==> config.mk <==
export PLATFORM = sky130hd
export DESIGN_NAME = lrse_ctrl
export DESIGN_NICKNAME = d
export VERILOG_FILES = /design/src/lrse_pkg.sv /design/src/lrse_ctrl.sv
export SDC_FILE = /design/constraint.sdc
export NUM_CORES = 1
export LEC_CHECK = 0
export BUFFER_PORTS_ARGS = -buffer_cell sky130_fd_sc_hd__buf_4
export CORE_MARGIN = 2
export CORE_UTILIZATION = 40
export CTS_BUF_LIST = sky130_fd_sc_hd__clkbuf_16
export DETAILED_ROUTE_END_ITERATION = 10
export GPL_TIMING_DRIVEN = 0
export HOLD_SLACK_MARGIN = 0.05
export PLACE_DENSITY = 0.74
export SETUP_SLACK_MARGIN = 0.4
export SYNTH_ARGS = -nofsm -noshare
export SYNTH_HDL_FRONTEND = slang
export SYNTH_SLANG_ARGS = --single-unit
==> constraint.sdc <==
create_clock -name i_clk -period 2.9 [get_ports i_clk]
set_clock_uncertainty 0.15 [all_clocks]
set_input_delay 0.29 -clock i_clk [delete_from_list [all_inputs] [get_ports i_clk]]
set_output_delay 0.29 -clock i_clk [all_outputs]
set_load 0.03 [all_outputs]
==> src/lrse_pkg.sv <==
// ----------------------------------------------------------------------------
// lrse_pkg
// shared types and constants of the lr shift-reduce parse engine
// ----------------------------------------------------------------------------
package lrse_pkg;

    localparam int NUM_STATES     = 256;
    localparam int NUM_SYMBOLS    = 64;
    localparam int STACK_DEPTH    = 1024;
    localparam int MAX_REDUCE_RUN = 32;

    localparam int STACK_AW = $clog2(STACK_DEPTH);
    localparam int CNT_W    = STACK_AW + 1;
    localparam int RED_W    = $clog2(MAX_REDUCE_RUN + 1);
    localparam int TBL_AW   = 14;

    typedef enum logic [1:0] {
        FN_WR_ACT  = 2'd0,
        FN_WR_GOTO = 2'd1,
        FN_TOKEN   = 2'd2,
        FN_RESTART = 2'd3
    } t_func;

    typedef enum logic [1:0] {
        AK_ERROR  = 2'd0,
        AK_SHIFT  = 2'd1,
        AK_REDUCE = 2'd2,
        AK_ACCEPT = 2'd3
    } t_kind;

    typedef enum logic [2:0] {
        EV_SHIFT  = 3'd0,
        EV_REDUCE = 3'd1,
        EV_ACCEPT = 3'd2,
        EV_ERROR  = 3'd3,
        EV_DONE   = 3'd4
    } t_event;

    typedef enum logic [2:0] {
        ERR_NONE       = 3'd0,
        ERR_NO_ACTION  = 3'd1,
        ERR_UNDERFLOW  = 3'd2,
        ERR_EMPTY      = 3'd3,
        ERR_OVERFLOW   = 3'd4,
        ERR_FINISHED   = 3'd5,
        ERR_REDUCE_RUN = 3'd6
    } t_err;

    typedef enum logic [2:0] {
        ST_IDLE,
        ST_ACT_RD,
        ST_ACT_DEC,
        ST_STK_RD,
        ST_GOTO,
        ST_PUSH
    } t_state;

    typedef struct packed {
        logic [1:0] func;
        logic [7:0] tbl_state;
        logic [5:0] tbl_symbol;
        logic [1:0] act_kind;
        logic [7:0] act_target;
        logic [3:0] act_rhs_len;
        logic [5:0] token_id;
    } t_in;

    typedef struct packed {
        logic [2:0]  event_res;
        logic [2:0]  error_code;
        logic [7:0]  new_state;
        logic [5:0]  rule_lhs;
        logic [3:0]  rule_len;
        logic [10:0] stack_depth;
        logic        last;
    } t_out;

    typedef struct packed {
        logic   ld_item;
        logic   rd_act;
        logic   pop;
        logic   rd_stk;
        logic   rd_goto;
        logic   push_shift;
        logic   push_goto;
        logic   inc_red;
        logic   set_fin;
        logic   emit;
        t_event emit_ev;
        t_err   emit_err;
    } t_cmd;

    typedef struct packed {
        t_func func;
        logic  fin;
        logic  out_free;
        t_kind kind;
        logic  cnt_bad;
        logic  full;
        logic  run_max;
        logic  rlen_gt;
        logic  pop_empty;
        logic  lhs_oor;
    } t_status;

endpackage

==> src/lrse_ctrl.sv <==
// ----------------------------------------------------------------------------
// lrse_ctrl
// controller: sequences table lookups, pops and pushes for each beat
// ----------------------------------------------------------------------------
module lrse_ctrl (
    input  logic              i_clk,
    input  logic              i_rst_n,
    input  logic              i_valid,
    input  lrse_pkg::t_status i_status,
    output logic              o_ready,
    output lrse_pkg::t_cmd    o_cmd
);
    import lrse_pkg::*;

    t_state r_state, n_state;

    always_ff @(posedge i_clk) begin
        if (!i_rst_n) begin
            r_state <= ST_IDLE;
        end else begin
            r_state <= n_state;
        end
    end

    always_comb begin
        n_state = r_state;
        o_cmd   = '0;
        o_cmd.emit_ev  = EV_DONE;
        o_cmd.emit_err = ERR_NONE;
        o_ready = (r_state == ST_IDLE) && i_status.out_free;
        unique case (r_state)
            ST_IDLE: begin
                if (i_valid && o_ready) begin
                    o_cmd.ld_item = 1'b1;
                    if (i_status.func == FN_TOKEN) begin
                        if (i_status.fin) begin
                            o_cmd.emit     = 1'b1;
                            o_cmd.emit_ev  = EV_ERROR;
                            o_cmd.emit_err = ERR_FINISHED;
                        end else begin
                            n_state = ST_ACT_RD;
                        end
                    end else begin
                        o_cmd.emit = 1'b1;
                    end
                end
            end
            ST_ACT_RD: begin
                o_cmd.rd_act = 1'b1;
                n_state = ST_ACT_DEC;
            end
            ST_ACT_DEC: begin
                if (i_status.out_free) begin
                    n_state        = ST_IDLE;
                    o_cmd.emit     = 1'b1;
                    o_cmd.emit_ev  = EV_ERROR;
                    o_cmd.set_fin  = 1'b1;
                    if (i_status.cnt_bad) begin
                        o_cmd.emit_err = ERR_EMPTY;
                    end else begin
                        unique case (i_status.kind)
                            AK_SHIFT: begin
                                if (i_status.full) begin
                                    o_cmd.emit_err = ERR_OVERFLOW;
                                end else begin
                                    o_cmd.set_fin    = 1'b0;
                                    o_cmd.push_shift = 1'b1;
                                    o_cmd.emit_ev    = EV_SHIFT;
                                end
                            end
                            AK_ACCEPT: begin
                                o_cmd.emit_ev = EV_ACCEPT;
                            end
                            AK_REDUCE: begin
                                if (i_status.run_max) begin
                                    o_cmd.emit_err = ERR_REDUCE_RUN;
                                end else if (i_status.rlen_gt) begin
                                    o_cmd.emit_err = ERR_UNDERFLOW;
                                end else begin
                                    o_cmd.pop = 1'b1;
                                    if (i_status.pop_empty) begin
                                        o_cmd.emit_err = ERR_EMPTY;
                                    end else begin
                                        o_cmd.emit    = 1'b0;
                                        o_cmd.set_fin = 1'b0;
                                        n_state       = ST_STK_RD;
                                    end
                                end
                            end
                            default: begin
                                o_cmd.emit_err = ERR_NO_ACTION;
                            end
                        endcase
                    end
                end
            end
            ST_STK_RD: begin
                o_cmd.rd_stk = 1'b1;
                n_state = ST_GOTO;
            end
            ST_GOTO: begin
                if (i_status.lhs_oor || i_status.full) begin
                    if (i_status.out_free) begin
                        o_cmd.emit     = 1'b1;
                        o_cmd.emit_ev  = EV_ERROR;
                        o_cmd.emit_err = i_status.lhs_oor ? ERR_NO_ACTION : ERR_OVERFLOW;
                        o_cmd.set_fin  = 1'b1;
                        n_state        = ST_IDLE;
                    end
                end else begin
                    o_cmd.rd_goto = 1'b1;
                    n_state = ST_PUSH;
                end
            end
            ST_PUSH: begin
                if (i_status.out_free) begin
                    o_cmd.push_goto = 1'b1;
                    o_cmd.inc_red   = 1'b1;
                    o_cmd.emit      = 1'b1;
                    o_cmd.emit_ev   = EV_REDUCE;
                    n_state         = ST_ACT_RD;
                end
            end
            default: begin
                n_state = ST_IDLE;
            end
        endcase
    end

endmodule

==> flow_metrics.env <==
export IMPL_fillCellCount=128
export IMPL_report_final_slew_viol_count=0
export IMPL_yosysMostFrequentCell="nor2_1"
export IMPL_synthesized_area_per_cell_sq_um=6.70
export IMPL_wl_um=1820
export IMPL_worst_path_largest_cell_delay_ns=0.64
export IMPL_grtUsageMet1=0.274
export IMPL_globalRouteTotalUtil=0.209
export IMPL_design_final_nets=141
export IMPL_min_delay_path_depth=2
export IMPL_layout_core_utilization=0.688
export IMPL_internal_power_uw=394
export IMPL_routed_via_count=755
export IMPL_global_route_overflow_total=0
export IMPL_syn_nets=105
export IMPL_power_share_combinational=0.588
export IMPL_worst_setup_path_start_kind="flip-flop"
export IMPL_timing_rr_start="r_state[0]"
export IMPL_clock_sinks=3
export IMPL_global_route_usage_met3=0.0217
export IMPL_top_usage_layer="met2"
export IMPL_post_cts_repair_setup_buffers=0
export IMPL_largest_registers_in_the_final_layout="r_state (3)"
export IMPL_setup_violations_final=0
export IMPL_cts_resized=0
export IMPL_drt_pre_antenna_iters=4
export IMPL_async_reset_ff_frac=0
export IMPL_registers_top_by_ff_count="r_state"
export IMPL_endpoint_of_the_lowest_slack_register_to_register_path="r_state[2]"
export IMPL_powerDensity_nw_per_um2=764
export IMPL_synth_top_area_cell="ha_1"
export IMPL_preCtsSetupSlack_ns=0.800
export IMPL_cts_root_buf="clkbuf_16"
export IMPL_drive_above_1_share=0.367
export IMPL_netlist_area_leader_share=0.110
export IMPL_max_cap_violations=0
export IMPL_rsz0062_at_grt="no"
export IMPL_worst_slew_pin_transition_ns=0.427
export IMPL_holdCritPathClass="in2reg"
export IMPL_wl_per_cell_um=13.5
export IMPL_die_area_sq_um=1740
export IMPL_synth_ff_latch_count=3
export IMPL_relSlewSlack=0.713
export IMPL_synth_main_ff_cell="dfxtp_1"
export IMPL_largest_register_ff_count=3
export IMPL_drc=0
export IMPL_holdBufCountCts=0
export IMPL_clockPowerShare=0.308
export IMPL_synth_seq_area_share=0.105
export IMPL_synth_area_leaders="ha_1 (11%), dfxtp_1 (11%), nor2_1 (6.6%)"
export IMPL_depth_of_the_cts_h_tree=1
export IMPL_n_antenna_cell=0
export IMPL_dpl_instance_area_sq_um=827
export IMPL_synthDistinctLibCells=33
export IMPL_power_share_switching=0.432
export IMPL_worst_skew_pair_late_latency_ns=0.22
export IMPL_layoutNonFillerInstCount=135
export IMPL_io_pins=32
export IMPL_ir_drop_uv=619
export IMPL_vias_in_the_first_global_route=708
export IMPL_vias_per_cell=5.59
export IMPL_layout_area_overhead_vs_synth_pct=59.1
export IMPL_place_port_buffers=31
export IMPL_tritoncts="yes"
export IMPL_post_place_cells=131
export IMPL_post_route_period_util=0.782
export IMPL_synth_cell_area_sq_um=569
export IMPL_worstPathCellList="nor2_1, nand3_1, or4_2, o211ai_1, buf_4"
export IMPL_initial_utilization=0.432
export IMPL_cts_made_buffers=3
export IMPL_clk_slew_on_worst_s_h_paths_ns=0.03
export IMPL_net_switching_power_uw=299
export IMPL_syn_instance_count=85
export IMPL_critical_path_required_ns=2.46
export IMPL_post_detailed_route_count_of_antenna_violating_nets=0
export IMPL_synth_cells_most_frequent="nor2_1 (10), nand2_1 (9), nor2b_1 (6), o21ai_0 (6), ha_1 (5)"
export IMPL_fin_worst_setup_slack_ns=0.633
export IMPL_grt_antenna_before_repair=0
export IMPL_ff2ff_setup_slack_ns=1.33
export IMPL_outcome="completed"
export IMPL_gpl_final_weighted_congestion=0.853
export IMPL_use_met2=0.350
export IMPL_horizontal_die_dimension_um=41.7
export IMPL_worstRegToRegCells=4
export IMPL_max_clock_freq_mhz=441
export IMPL_timing_setup_tns_ns=0
export IMPL_initialDrtViolationCount=14
export IMPL_pin_count_of_the_biggest_net_entering_global_routing=11
export IMPL_layout_min_cycle_time_ns=2.27
export IMPL_total_count_of_hold_check_failures_in_the_final_report=0
export IMPL_slowest_cell_on_crit_path="or4_2"
export IMPL_synth_enable_flop_cells=0
export IMPL_final_cell_area_sq_um=906
export IMPL_total_leakage_power_uw=0.000458
export IMPL_synth_warnings=0
export IMPL_die_h_um=41.7
export IMPL_worst_hold_startpoint="i_rst_n"
export IMPL_grt_first_pass_wirelength_um=2970
export IMPL_worst_ep_arrival_time_ns=1.83
export IMPL_core_area_sq_um=1320
export IMPL_row_count=13
export IMPL_top_fanout_value_on_the_critical_path=5
export IMPL_criticalPathCategory="reg2out"
export IMPL_min_delay_worst_endpoint="r_state[2]"
export IMPL_critPathCaptureType="output pin"
export IMPL_post_dp_hpwl_um=1440
export IMPL_cts_buffer_depth=2
export IMPL_sequential_share_of_power=0.105
metrics by stage:
stage | total power [uW] | hold slack (ns)
3_3_place_gp | 472 | 0.414
2_1_floorplan | 346 | 0.271
6_report | 692 | 0.192
5_1_grt | 733 | 0.203
4_1_cts | 697 | 0.188
3_5_place_dp | 479 | 0.418
placed cells by master (no fill, tap or decap), types with 2 or more instances in the layout:
cell / synthesis / routed
ha_1: 5 / 5
a21oi_1: 3 / 3
nand3_1: 4 / 4
nand4_1: 2 / 2
a31oi_1: 2 / 2
a22oi_1: 2 / 2
nor3_1: 2 / 2
nor2_1: 10 / 10
clkbuf_16: 0 / 3
o21ai_0: 6 / 6
nand2b_1: 2 / 2
buf_4: 1 / 32
nor2b_1: 6 / 6
dfxtp_1: 3 / 3
or3_1: 2 / 2
inv_1: 4 / 5
nand2_1: 9 / 9
buf_2: 3 / 3
and2_1: 2 / 2
o211ai_1: 2 / 2
layout make-up:
class | count | area, sq um | share of cell area
Timing Repair Buffer | 31 | 233 | 0.257
Clock buffer | 3 | 75.1 | 0.0829
Inverter | 4 | 15.0 | 0.0166
Tap cell | 15 | 18.8 | 0.0207
Sequential cell | 3 | 60.1 | 0.0663
Clock inverter | 1 | 3.75 | 0.00414
Buffer | 4 | 22.5 | 0.0249
Multi-Input combinational cell | 74 | 478 | 0.528
power groups by stage:
| stage | sequential [uW] | clock [uW] | combinational (uW) |
|---|---|---|---|
| detailed placement | 72.6 | 0 | 406 |
| finish | 72.5 | 213 | 407 |
| floorplan | 68.3 | 0 | 277 |
| global placement | 73.1 | 0 | 399 |
| CTS | 72.1 | 216 | 409 |
| global route | 74.1 | 220 | 439 |
routing by layer:
metal,part of all wire,vias up
li1,-,383
met3,0.057,0
met2,0.51,25
met1,0.43,347
met5,0,-
met4,0,0
worst max-delay path by stage:
stage,from,to,slack [ns]
global placement,i_status[7],o_cmd[2],0.83
finish,r_state[2],o_cmd[2],0.63
floorplan,r_state[2],o_cmd[6],0.47
CTS,r_state[2],o_cmd[2],0.63
global route,r_state[1],o_cmd[4],0.54
detailed placement,i_status[6],o_cmd[6],0.80
cells by family (layout without fill, tap and decap cells):
kind of cell	count (synthesis)	in the layout	synth area share
compound gates	22	22	0.266
fa+ha+maj	5	5	0.110
buf+inv	8	43	0.0659
flops	3	3	0.105
simple gates	47	47	0.453
worst max-delay path: cells and delay by family, from the launching register on:
family / cells / cell delay [ns]
and+or+nand+nor: 3 / 0.98
DFF: 1 / 0.32
buffers and inverters: 1 / 0.19
AOI/OAI and AO/OA: 1 / 0.11
No activity file was read; power rests on OpenSTA's default activity.
